### src/hdl/spq_pkg.sv
package spq_pkg;

   localparam int DEPTH_DEFAULT     = 16;
   localparam int PRIO_BITS_DEFAULT = 8;

   localparam int KIND_W     = 1;
   localparam int CHAR_W     = 8;
   localparam int IN_PRIO_W  = 8;
   localparam int OUT_PRIO_W = 8;
   localparam int CAP_W      = 5;
   localparam int COUNT_W    = 5;
   localparam int STATUS_W   = 2;

   localparam logic [CAP_W-1:0] CAPACITY_RESET = 5'd16;

   localparam int REQ_DATA_W = 16;
   localparam int RSP_DATA_W = 32;

   typedef enum logic [KIND_W-1:0] {
      KIND_INSERT = 1'b0,
      KIND_REMOVE = 1'b1
   } kind_type;

   typedef enum logic [STATUS_W-1:0] {
      STATUS_OK    = 2'd0,
      STATUS_FULL  = 2'd1,
      STATUS_EMPTY = 2'd2
   } status_type;

   typedef struct packed {
      logic insert_en;
      logic remove_en;
   } cmd_type;

endpackage

### src/hdl/sorted_priority_queue.sv
// Sorted priority queue of (priority, character) entries held in a row of DEPTH
// cells, the smallest priority at the head and equal priorities in arrival order.
// A request beat with tuser low inserts the entry in tdata, and one with tuser
// high removes the head entry. Every cell compares the new priority with its own
// and shifts in the same cycle, so one request beat is taken every clock cycle
// unless a held response stalls it, and its response beat appears in the next
// cycle from an output register. Inserts into a full queue and removes from an
// empty one are answered with a rejection status and leave the queue unchanged.
module sorted_priority_queue #(
   parameter int DEPTH     = spq_pkg::DEPTH_DEFAULT,
   parameter int PRIO_BITS = spq_pkg::PRIO_BITS_DEFAULT
) (
   input  logic                           clock,
   input  logic                           reset,
   input  logic                           req_tvalid,
   output logic                           req_tready,
   // in_prio[7:0], in_char[15:8]
   input  logic [spq_pkg::REQ_DATA_W-1:0] req_tdata,
   // kind[0]
   input  logic [spq_pkg::KIND_W-1:0]     req_tuser,
   output logic                           rsp_tvalid,
   input  logic                           rsp_tready,
   // status[1:0], out_prio[9:2], out_char[17:10], count[22:18], is_empty[23],
   // is_full[24], zero[31:25]
   output logic [spq_pkg::RSP_DATA_W-1:0] rsp_tdata,
   input  logic                           csr_we,
   input  logic [spq_pkg::CAP_W-1:0]      csr_wdata
);
   import spq_pkg::*;

   localparam int CNT_W = $clog2(DEPTH + 1);
   localparam int CMP_W = (CNT_W > CAP_W) ? CNT_W : CAP_W;

   logic [CAP_W-1:0] cap_ff;
   logic [CNT_W-1:0] occ_ff, occ_in;

   logic                rsp_valid_ff, rsp_valid_in;
   logic [RSP_DATA_W-1:0] rsp_data_ff, rsp_data_in;

   logic                   accept;
   logic [31:0]            prio_wide;
   logic [PRIO_BITS-1:0]   new_prio;
   logic [CHAR_W-1:0]      new_char;
   logic [CMP_W-1:0]       eff_cap;
   logic [CMP_W-1:0]       occ_ext;
   logic [CMP_W-1:0]       occ_next_ext;
   logic                   full_now;
   cmd_type                cmd;
   status_type             status;
   logic [31:0]            head_wide;
   logic [31:0]            count_wide;
   logic [OUT_PRIO_W-1:0]  out_prio;
   logic [CHAR_W-1:0]      out_char;

   logic [PRIO_BITS-1:0] cell_prio [DEPTH];
   logic [CHAR_W-1:0]    cell_char [DEPTH];
   logic                 cell_lt   [DEPTH];

   assign req_tready = !rsp_valid_ff || rsp_tready;
   assign accept     = req_tvalid && req_tready;

   assign prio_wide = 32'(req_tdata[IN_PRIO_W-1:0]);
   assign new_prio  = prio_wide[PRIO_BITS-1:0];
   assign new_char  = req_tdata[IN_PRIO_W +: CHAR_W];

   assign eff_cap  = (CMP_W'(cap_ff) > CMP_W'(DEPTH)) ? CMP_W'(DEPTH) : CMP_W'(cap_ff);
   assign occ_ext  = CMP_W'(occ_ff);
   assign full_now = occ_ext >= eff_cap;

   assign head_wide = 32'(cell_prio[0]);

   always_comb begin
      cmd          = '0;
      status       = STATUS_OK;
      occ_in       = occ_ff;
      out_prio     = '0;
      out_char     = '0;
      if (accept) begin
         case (kind_type'(req_tuser))
            KIND_INSERT: begin
               if (full_now) begin
                  status = STATUS_FULL;
               end else begin
                  cmd.insert_en = 1'b1;
                  occ_in        = occ_ff + CNT_W'(1);
               end
            end
            KIND_REMOVE: begin
               if (occ_ff == '0) begin
                  status = STATUS_EMPTY;
               end else begin
                  cmd.remove_en = 1'b1;
                  occ_in        = occ_ff - CNT_W'(1);
                  out_prio      = head_wide[OUT_PRIO_W-1:0];
                  out_char      = cell_char[0];
               end
            end
            default: begin
               status = STATUS_OK;
            end
         endcase
      end
      occ_next_ext = CMP_W'(occ_in);
      count_wide   = 32'(occ_in);
      rsp_data_in  = {7'd0,
                      occ_next_ext >= eff_cap,
                      occ_in == '0,
                      count_wide[COUNT_W-1:0],
                      out_char,
                      out_prio,
                      status};
      rsp_valid_in = accept || (rsp_valid_ff && !rsp_tready);
   end

   always_ff @(posedge clock) begin
      if (reset) begin
         cap_ff       <= CAPACITY_RESET;
         occ_ff       <= '0;
         rsp_valid_ff <= 1'b0;
      end else begin
         if (csr_we) begin
            cap_ff <= csr_wdata;
         end
         occ_ff       <= occ_in;
         rsp_valid_ff <= rsp_valid_in;
      end
      if (accept) begin
         rsp_data_ff <= rsp_data_in;
      end
   end

   assign rsp_tvalid = rsp_valid_ff;
   assign rsp_tdata  = rsp_data_ff;

   for (genvar i = 0; i < DEPTH; i++) begin : g_cell
      logic                 prev_lt;
      logic [PRIO_BITS-1:0] prev_prio, next_prio;
      logic [CHAR_W-1:0]    prev_char, next_char;

      if (i == 0) begin : g_first
         assign prev_lt   = 1'b0;
         assign prev_prio = cell_prio[i];
         assign prev_char = cell_char[i];
      end else begin : g_mid
         assign prev_lt   = cell_lt[i-1];
         assign prev_prio = cell_prio[i-1];
         assign prev_char = cell_char[i-1];
      end

      if (i == DEPTH - 1) begin : g_last
         assign next_prio = cell_prio[i];
         assign next_char = cell_char[i];
      end else begin : g_inner
         assign next_prio = cell_prio[i+1];
         assign next_char = cell_char[i+1];
      end

      spq_cell #(
         .PRIO_BITS(PRIO_BITS)
      ) u_cell (
         .clock     (clock),
         .cmd       (cmd),
         .new_prio  (new_prio),
         .new_char  (new_char),
         .valid     (CNT_W'(i) < occ_ff),
         .prev_lt   (prev_lt),
         .prev_prio (prev_prio),
         .prev_char (prev_char),
         .next_prio (next_prio),
         .next_char (next_char),
         .lt        (cell_lt[i]),
         .prio      (cell_prio[i]),
         .char_val  (cell_char[i])
      );
   end

endmodule

### src/hdl/spq_cell.sv
module spq_cell #(
   parameter int PRIO_BITS = spq_pkg::PRIO_BITS_DEFAULT
) (
   input  logic                       clock,
   input  spq_pkg::cmd_type           cmd,
   input  logic [PRIO_BITS-1:0]       new_prio,
   input  logic [spq_pkg::CHAR_W-1:0] new_char,
   input  logic                       valid,
   input  logic                       prev_lt,
   input  logic [PRIO_BITS-1:0]       prev_prio,
   input  logic [spq_pkg::CHAR_W-1:0] prev_char,
   input  logic [PRIO_BITS-1:0]       next_prio,
   input  logic [spq_pkg::CHAR_W-1:0] next_char,
   output logic                       lt,
   output logic [PRIO_BITS-1:0]       prio,
   output logic [spq_pkg::CHAR_W-1:0] char_val
);
   import spq_pkg::*;

   logic [PRIO_BITS-1:0] prio_ff, prio_in;
   logic [CHAR_W-1:0]    char_ff, char_in;

   // An empty cell ranks behind any new entry.
   assign lt = !valid || (new_prio < prio_ff);

   always_comb begin
      prio_in = prio_ff;
      char_in = char_ff;
      if (cmd.insert_en) begin
         if (prev_lt) begin
            prio_in = prev_prio;
            char_in = prev_char;
         end else if (lt) begin
            prio_in = new_prio;
            char_in = new_char;
         end
      end else if (cmd.remove_en) begin
         prio_in = next_prio;
         char_in = next_char;
      end
   end

   always_ff @(posedge clock) begin
      prio_ff <= prio_in;
      char_ff <= char_in;
   end

   assign prio     = prio_ff;
   assign char_val = char_ff;

endmodule
### config.mk
export PLATFORM = sky130hd
export DESIGN_NAME = sorted_priority_queue
export DESIGN_NICKNAME = d
export VERILOG_FILES = /design/src/hdl/spq_pkg.sv /design/src/hdl/sorted_priority_queue.sv /design/src/hdl/spq_cell.sv
export SDC_FILE = /design/constraint.sdc
export NUM_CORES = 1
export LEC_CHECK = 0
export BUFFER_PORTS_ARGS = -buffer_cell sky130_fd_sc_hd__buf_2
export CAP_MARGIN = 30
export CORE_AREA = 2 2 171 173
export CTS_BUF_LIST = sky130_fd_sc_hd__clkbuf_4 sky130_fd_sc_hd__clkbuf_8
export DETAILED_ROUTE_END_ITERATION = 10
export DIE_AREA = 0 0 173 175
export PLACE_DENSITY = 0.82
export SLEW_MARGIN = 25
export SYNTH_ARGS = -nofsm -noshare
export SYNTH_HDL_FRONTEND = slang
export SYNTH_HIERARCHICAL = 1
export SYNTH_SLANG_ARGS = --single-unit
### constraint.sdc
create_clock -name clock -period 4.25 [get_ports clock]
set_input_delay 0.85 -clock clock [delete_from_list [all_inputs] [get_ports clock]]
set_output_delay 0.85 -clock clock [all_outputs]
set_load 0.005 [all_outputs]
==> key figures, run 1 <==
GRT
  – Initial antenna violation count: 0
  – Largest net degree at the start of global routing: 67
  – Grt ovf: 0
  – Total track usage: 28.0%
  – Vias in the first global route: 13500
  – First-pass GRT wire length: 68.8 mm

Floorplan
  – Die Area: 0.0303 mm2
  – IO Count: 61
  – Row count: 62
  – Total core area: 0.0284 mm2
  – Die H: 175 um
  – Chip Width: 173 um
  – Initial core utilization: 64.3%

Finish
  – Seq. cell area: 0.00866 mm2
  – Area of the multi-input gates: 0.00854 mm2
  – Share of layout cells above drive strength 1: 13.3%
  – Layout fillers: 2065
  – Final nets: 2006
  – Fin cells: 2276
  – Fin util: 70.5%
  – Area growth, synth to finish: 9.55%
  – # diodes: 0

Setup path
  – Arrival time worst endpoint: 4.00 ns
  – Cell family with most CP delay: compound AO/OA/AOI/OAI gates
  – Setup CP Type: register to register
  – Worst path depth: 14
  – Crit-path max cell delay: 0.51 ns
  – Most common cell type on the critical path: nand2b_1
  – Crit path capture type: register
  – Crit Path Max Fanout: 9
  – Critical path's slowest cell: dfxtp_1
  – Cell chain of the critical path: inv_1 -> ha_1 -> nand2b_4 -> a2111oi_4 -> o21bai_1 -> nand2b_1 -> xnor2_1 -> ha_1 -> nand2b_1 -> a21o_1 -> a21oi_1 -> nor2b_1 -> o21ai_0 -> nand2b_1
  – Worst setup SP type: register
  – Worst Path Required: 4.59 ns
  – R2R depth: 14
  – R2r setup slk: 0.59 ns
  – WP buf/inv: 1

Synthesis
  – Syn Std Cell Area: 0.0183 mm2
  – Syn. warnings: 6
  – Syn Inst Count: 1775
  – Syn_area_per_cell: 10.3 um2

Clock tree
  – TritonCTS clock tree: done
  – CTS sink cnt: 292
  – Clock transition at path regs: 0.06 ns
  – Root Driver: clkbuf_8
  – H-tree depth: 2
  – Setup Fix Bufs, Post-CTS: 0
  – Cts bufs inserted: 50
  – Clock Latency Late Sink: 0.59 ns
  – Hold_buf cts: 0
  – Clock Path Buffers: 3
  – Post-CTS sizing: 0

STA
  – Slew Viols, Final: 0
  – RSZ-0062 raised after global routing: false
  – Setup-failing EPs final: 0
  – Hold violation count in the final report: 0
  – Max Clk Rate: 273 MHz
  – Worst slew pin tran: 0.680 ns
  – Final Skew: 0.0229 ns
  – Post-route clock period utilization: 86.2%
  – Tmin final: 3.66 ns
  – Fin Setup TNS: 0 ns
  – Worst rel slew slack: 54.2%

Detailed routing
  – DR WL/cell: 18.8 um
  – 1st-iter DRT viols: 1021
  – Routed WL: 42.8 mm
  – WL met1: 17.2 mm
  – Residual DRC: 0
  – Via density: 5.94
  – WL met2: 21.9 mm
  – Metal3 WL: 2.13 mm
  – Post-route ant nets: 0
  – DRT Pass-1 Iters: 5
  – Vias post-DR: 13500
  – Top Layer Used: met4

Run
  – Max cap viols: 0

Hold path
  – Hold path depth: 3
  – Type of the worst min-delay path: primary input to register

Power
  – Leak Pwr: 9.78 nW
  – Max IR drop VDD: 0.000321 V
  – Power Density: 400 mW/mm2

Placement
  – DP Cell Count: 2186
  – HPWL Detailed: 30.7 mm
  – Gpl congestion: 0.899
  – # port buffers: 53

Status
  – Status: finished, final reports clean
==> worst reg2reg max path, stage by stage (launching register included) <==
cell and delay [ns]:
dfxtp_1 0.51, inv_1 0.16, ha_1 0.33, nand2b_4 0.15, a2111oi_4 0.46, o21bai_1 0.32
nand2b_1 0.17, xnor2_1 0.23, ha_1 0.30, nand2b_1 0.14, a21o_1 0.18, a21oi_1 0.16
nor2b_1 0.06, o21ai_0 0.18, nand2b_1 0.08
==> final cells by class <==
cell class,count,share of cell area [%]
clock inverters,19,0.550
clock buffers,71,4.26
repair buffers,131,4.44
inverters,127,2.42
multi-input cells,1252,42.7
well taps,384,2.40
flip-flops and latches,292,43.3
==> placed cells by master (no fill, tap or decap), types with 2 or more instances in the layout <==
cell type / n
nor2_1: 321
a21oi_1: 307
edfxtp_1: 281
mux2i_1: 263
inv_1: 125
ha_1: 125
nand2_1: 77
buf_4: 75
buf_2: 53
clkbuf_8: 51
nand2b_1: 22
clkbuf_4: 20
and2_1: 19
or3_4: 16
a211o_1: 16
a31oi_1: 16
o221ai_2: 16
clkinv_1: 14
o21ai_0: 12
dfxtp_1: 11
conb_1: 8
nor3_1: 4
buf_12: 3
nand2b_4: 2
o21a_1: 2
a21o_1: 2
nand3_1: 2
nor2b_1: 2
a22oi_1: 2
o211ai_1: 2
inv_6: 2
clkinv_2: 2
==> worst paths after layout <==
path                              startpoint             to
worst min-delay path            csr_wdata[4]      cap_ff[4]
worst max-delay path              occ_ext[0]  rsp_tdata[24]
worst max register to register    occ_ext[0]  rsp_tdata[24]
worst min register to register     cap_ff[0]      cap_ff[0]
==> stage by stage <==
stage | setup slack [ns] | hold WS, ns | instance area, um2 | power [mW]
6_report | 0.586 | 0.478 | 20000 | 8.01
5_1_grt | 0.326 | 0.508 | 20000 | 8.39
4_1_cts | 0.631 | 0.457 | 20000 | 8.03
3_5_place_dp | 0.613 | 0.498 | 19100 | 5.54
3_3_place_gp | 0.682 | 0.483 | 19100 | 5.44
2_1_floorplan | 0.593 | 0.452 | 18300 | 5.00
==> sequential cells by signal (all words and copies together), names as in the netlist <==
name and flops:
rsp_tdata 25, rsp_tvalid 1, g_cell.u_cell/char_val 128, cap_ff 5, occ_ext 5, g_cell.u_cell/prio 128
==> metal layers <==
metal,vias to the layer above,GRT usage [%]
met5,-,0
met1,6459,33.9
li1,6497,-
met3,122,3.83
met4,0,12.1
met2,444,50.1
==> report_power, final <==
| group | total (mW) | switching, mW | internal (mW) |
|---|---|---|---|
| Sequential | 3.85 | 0.233 | 3.62 |
| Combinational | 1.66 | 1.01 | 0.651 |
| Clock | 2.50 | 1.15 | 1.35 |
Power figures use the tool's default switching activity.
==> run 2: changes to the inputs <==
==> constraint.sdc (replaced) <==
create_clock -name clock -period 4.25 [get_ports clock]
set_input_delay 0.425 -clock clock [delete_from_list [all_inputs] [get_ports clock]]
set_output_delay 0.425 -clock clock [all_outputs]
set_load 0.005 [all_outputs]
==> key figures, run 2 (synthesis results as in run 1) <==
STA
  – Setup-failing EPs final: 0 (unchanged)
  – Worst rel slew slack: 51.4% (-2.8 points)
  – Final setup margin: 0.790 ns (+0.203 ns)
  – Hold violation count in the final report: 0 (unchanged)
  – Tmin final: 3.46 ns (-0.203 ns)
  – RSZ-0062 raised after global routing: false
  – Final Skew: 0.0189 ns (-0.00396 ns)
  – Slew Viols, Final: 0 (unchanged)
  – Worst slew pin tran: 0.721 ns (+0.0413 ns)
  – Fin Setup TNS: 0 ns (unchanged)
  – Max Clk Rate: 289 MHz (+5.9%)
  – Post-route clock period utilization: 81.4% (-4.8 points)

Setup path
  – R2r setup slk: 0.79 ns (+0.20 ns)
  – Cell chain of the critical path: inv_1 -> ha_1 -> nand2b_4 -> a2111oi_4 -> o21bai_1 -> inv_8 -> buf_12 -> buf_4 -> nor2_1 -> a21oi_1
  – WP buf/inv: 4 (+3)
  – Setup CP Type: register to register
  – Cell family with most CP delay: buffers and inverters
  – Arrival time worst endpoint: 3.88 ns (-0.12 ns)
  – Crit-path max cell delay: 0.52 ns (about the same)
  – Worst Path Required: 4.67 ns (+0.08 ns)
  – Crit path capture type: register
  – Crit Path Max Fanout: 84 (+75)
  – Worst setup SP type: register
  – Critical path's slowest cell: dfxtp_1

Clock tree
  – Clock Path Buffers: 3 (unchanged)
  – Root Driver: clkbuf_8
  – H-tree depth: 2 (unchanged)
  – Setup Fix Bufs, Post-CTS: 0 (unchanged)
  – Hold_buf cts: 0 (unchanged)
  – Clock Latency Late Sink: 0.60 ns (about the same)
  – TritonCTS clock tree: done
  – Clock transition at path regs: 0.06 ns (about the same)
  – CTS sink cnt: 292 (unchanged)
  – Cts bufs inserted: 51 (+2.0%)
  – Post-CTS sizing: 0 (unchanged)

GRT
  – Largest net degree at the start of global routing: 85 (+27%)
  – Total track usage: 27.7% (-0.25 points)
  – First-pass GRT wire length: 68.3 mm (-0.71%)
  – Grt ovf: 0 (unchanged)
  – Vias in the first global route: 13600 (+0.41%)
  – Initial antenna violation count: 0 (unchanged)

Finish
  – Share of layout cells above drive strength 1: 12.9% (-0.38 points)
  – Commonest non-fill, non-tap cell in the layout: nor2_1
  – Area growth, synth to finish: 9.31%
  – Fin cells: 2269 (-0.31%)
  – Post-route cell area: 0.0200 mm2 (-0.22%)
  – Fin util: 70.3% (-0.15 points)
  – # diodes: 0 (unchanged)
  – Final nets: 1997 (-0.45%)
  – Most frequent cells in the layout: nor2_1 (321), a21oi_1 (307), edfxtp_1 (281)

Power
  – Max IR drop VDD: 0.000372 V (+16%)
  – Reg power frac: 47.4% (-0.7 points)
  – Leak Pwr: 9.75 nW (-0.34%)
  – Sw Ratio: 29.9% (-0.033 points)
  – Clk pwr share: 31.9% (+0.7 points)
  – Comb pwr share: 20.7% (about the same)
  – Pint: 5.68 mW (+1.1%)
  – Power Density: 405 mW/mm2 (+1.2%)
  – Switching pwr: 2.42 mW (+0.92%)

Floorplan
  – Total core area: 0.0284 mm2 (unchanged)
  – Row count: 62 (unchanged)
  – Die H: 175 um (unchanged)
  – IO Count: 61 (unchanged)
  – Chip Width: 173 um (unchanged)
  – Initial core utilization: 64.3% (unchanged)
  – Die Area: 0.0303 mm2 (unchanged)

Placement
  – # port buffers: 53 (unchanged)
  – DP Cell Count: 2176 (-0.46%)
  – Gpl congestion: 0.893 (-0.65%)
  – Pre-CTS setup slack: 0.839 ns (+0.226 ns)
  – HPWL Detailed: 30.5 mm (-0.65%)
  – Placement Cell Area: 0.0190 mm2 (-0.46%)

Detailed routing
  – DR WL/cell: 18.7 um (-0.80%)
  – Via density: 5.93 (-0.16%)
  – Routed WL: 42.3 mm (-1.1%)
  – Post-route ant nets: 0 (unchanged)
  – Residual DRC: 0 (unchanged)
  – Vias post-DR: 13500 (-0.47%)
  – DRT Pass-1 Iters: 5 (unchanged)
  – 1st-iter DRT viols: 1016 (-0.49%)

Hold path
  – Type of the worst min-delay path: primary input to register

Status
  – Status: finished, final reports clean

Run
  – Max cap viols: 0 (unchanged)
run 2: cell types whose count changed in the layout (fill, tap and decap cells not counted):
cell / delta
inv_6: -2
buf_4: -9
inv_8: +2
buf_12: -1
bufinv_16: +1
clkinvlp_4: +1
clkinv_1: +1
clkinv_2: +1
clkbuf_4: -1
run 2: area by class of cell:
cell class	instances	area [um2]
Clock buffer	70	845
Multi-Input combinational cell	1252	8540
Clock inverter	23	161
Fill cell	2103	8420
Tap cell	384	480
Sequential cell	292	8660
Timing Repair Buffer	121	801
Inverter	127	484
run 2: final timing paths:
path                     start                        to  depth (start not counted)
setup / recovery    occ_ext[0]  g_cell[3].u_cell/prio[2]                         10
hold / removal    csr_wdata[4]                 cap_ff[4]                          3
setup reg to reg    occ_ext[0]  g_cell[3].u_cell/prio[2]                         10
hold reg to reg      cap_ff[0]                 cap_ff[0]                          2
run 2: metal layers:
metal / global-route usage [%] / up-vias / routed length (um)
li1: - / 6492 / -
met1: 33.7 / 6497 / 17200
met2: 50.2 / 381 / 21900
met3: 4.20 / 89 / 2130
met4: 9.99 / 0 / 1130
met5: 0 / - / 0
run 2: power groups by stage:
stage / combinational (mW) / clock (mW) / sequential [mW]
3_5_place_dp: 1.64 / 0 / 3.89
5_1_grt: 1.86 / 2.74 / 3.87
6_report: 1.67 / 2.58 / 3.84
2_1_floorplan: 1.19 / 0 / 3.81
3_3_place_gp: 1.56 / 0 / 3.88
4_1_cts: 1.66 / 2.62 / 3.84
run 2: worst reg2reg max path, stage by stage (launching register included):
cell       delay [ns]
dfxtp_1          0.52
inv_1            0.15
ha_1             0.31
nand2b_4         0.15
a2111oi_4        0.42
o21bai_1         0.28
inv_8            0.42
buf_12           0.31
buf_4            0.45
nor2_1           0.14
a21oi_1          0.16
run 2: per-stage QoR:
stage	hold WS, ns	power (mW)
after detailed placement	0.485	5.54
after CTS	0.0416	8.12
after floorplan	0.452	5.00
final	0.0665	8.10
after global placement	0.469	5.44
after global routing	0.0573	8.47
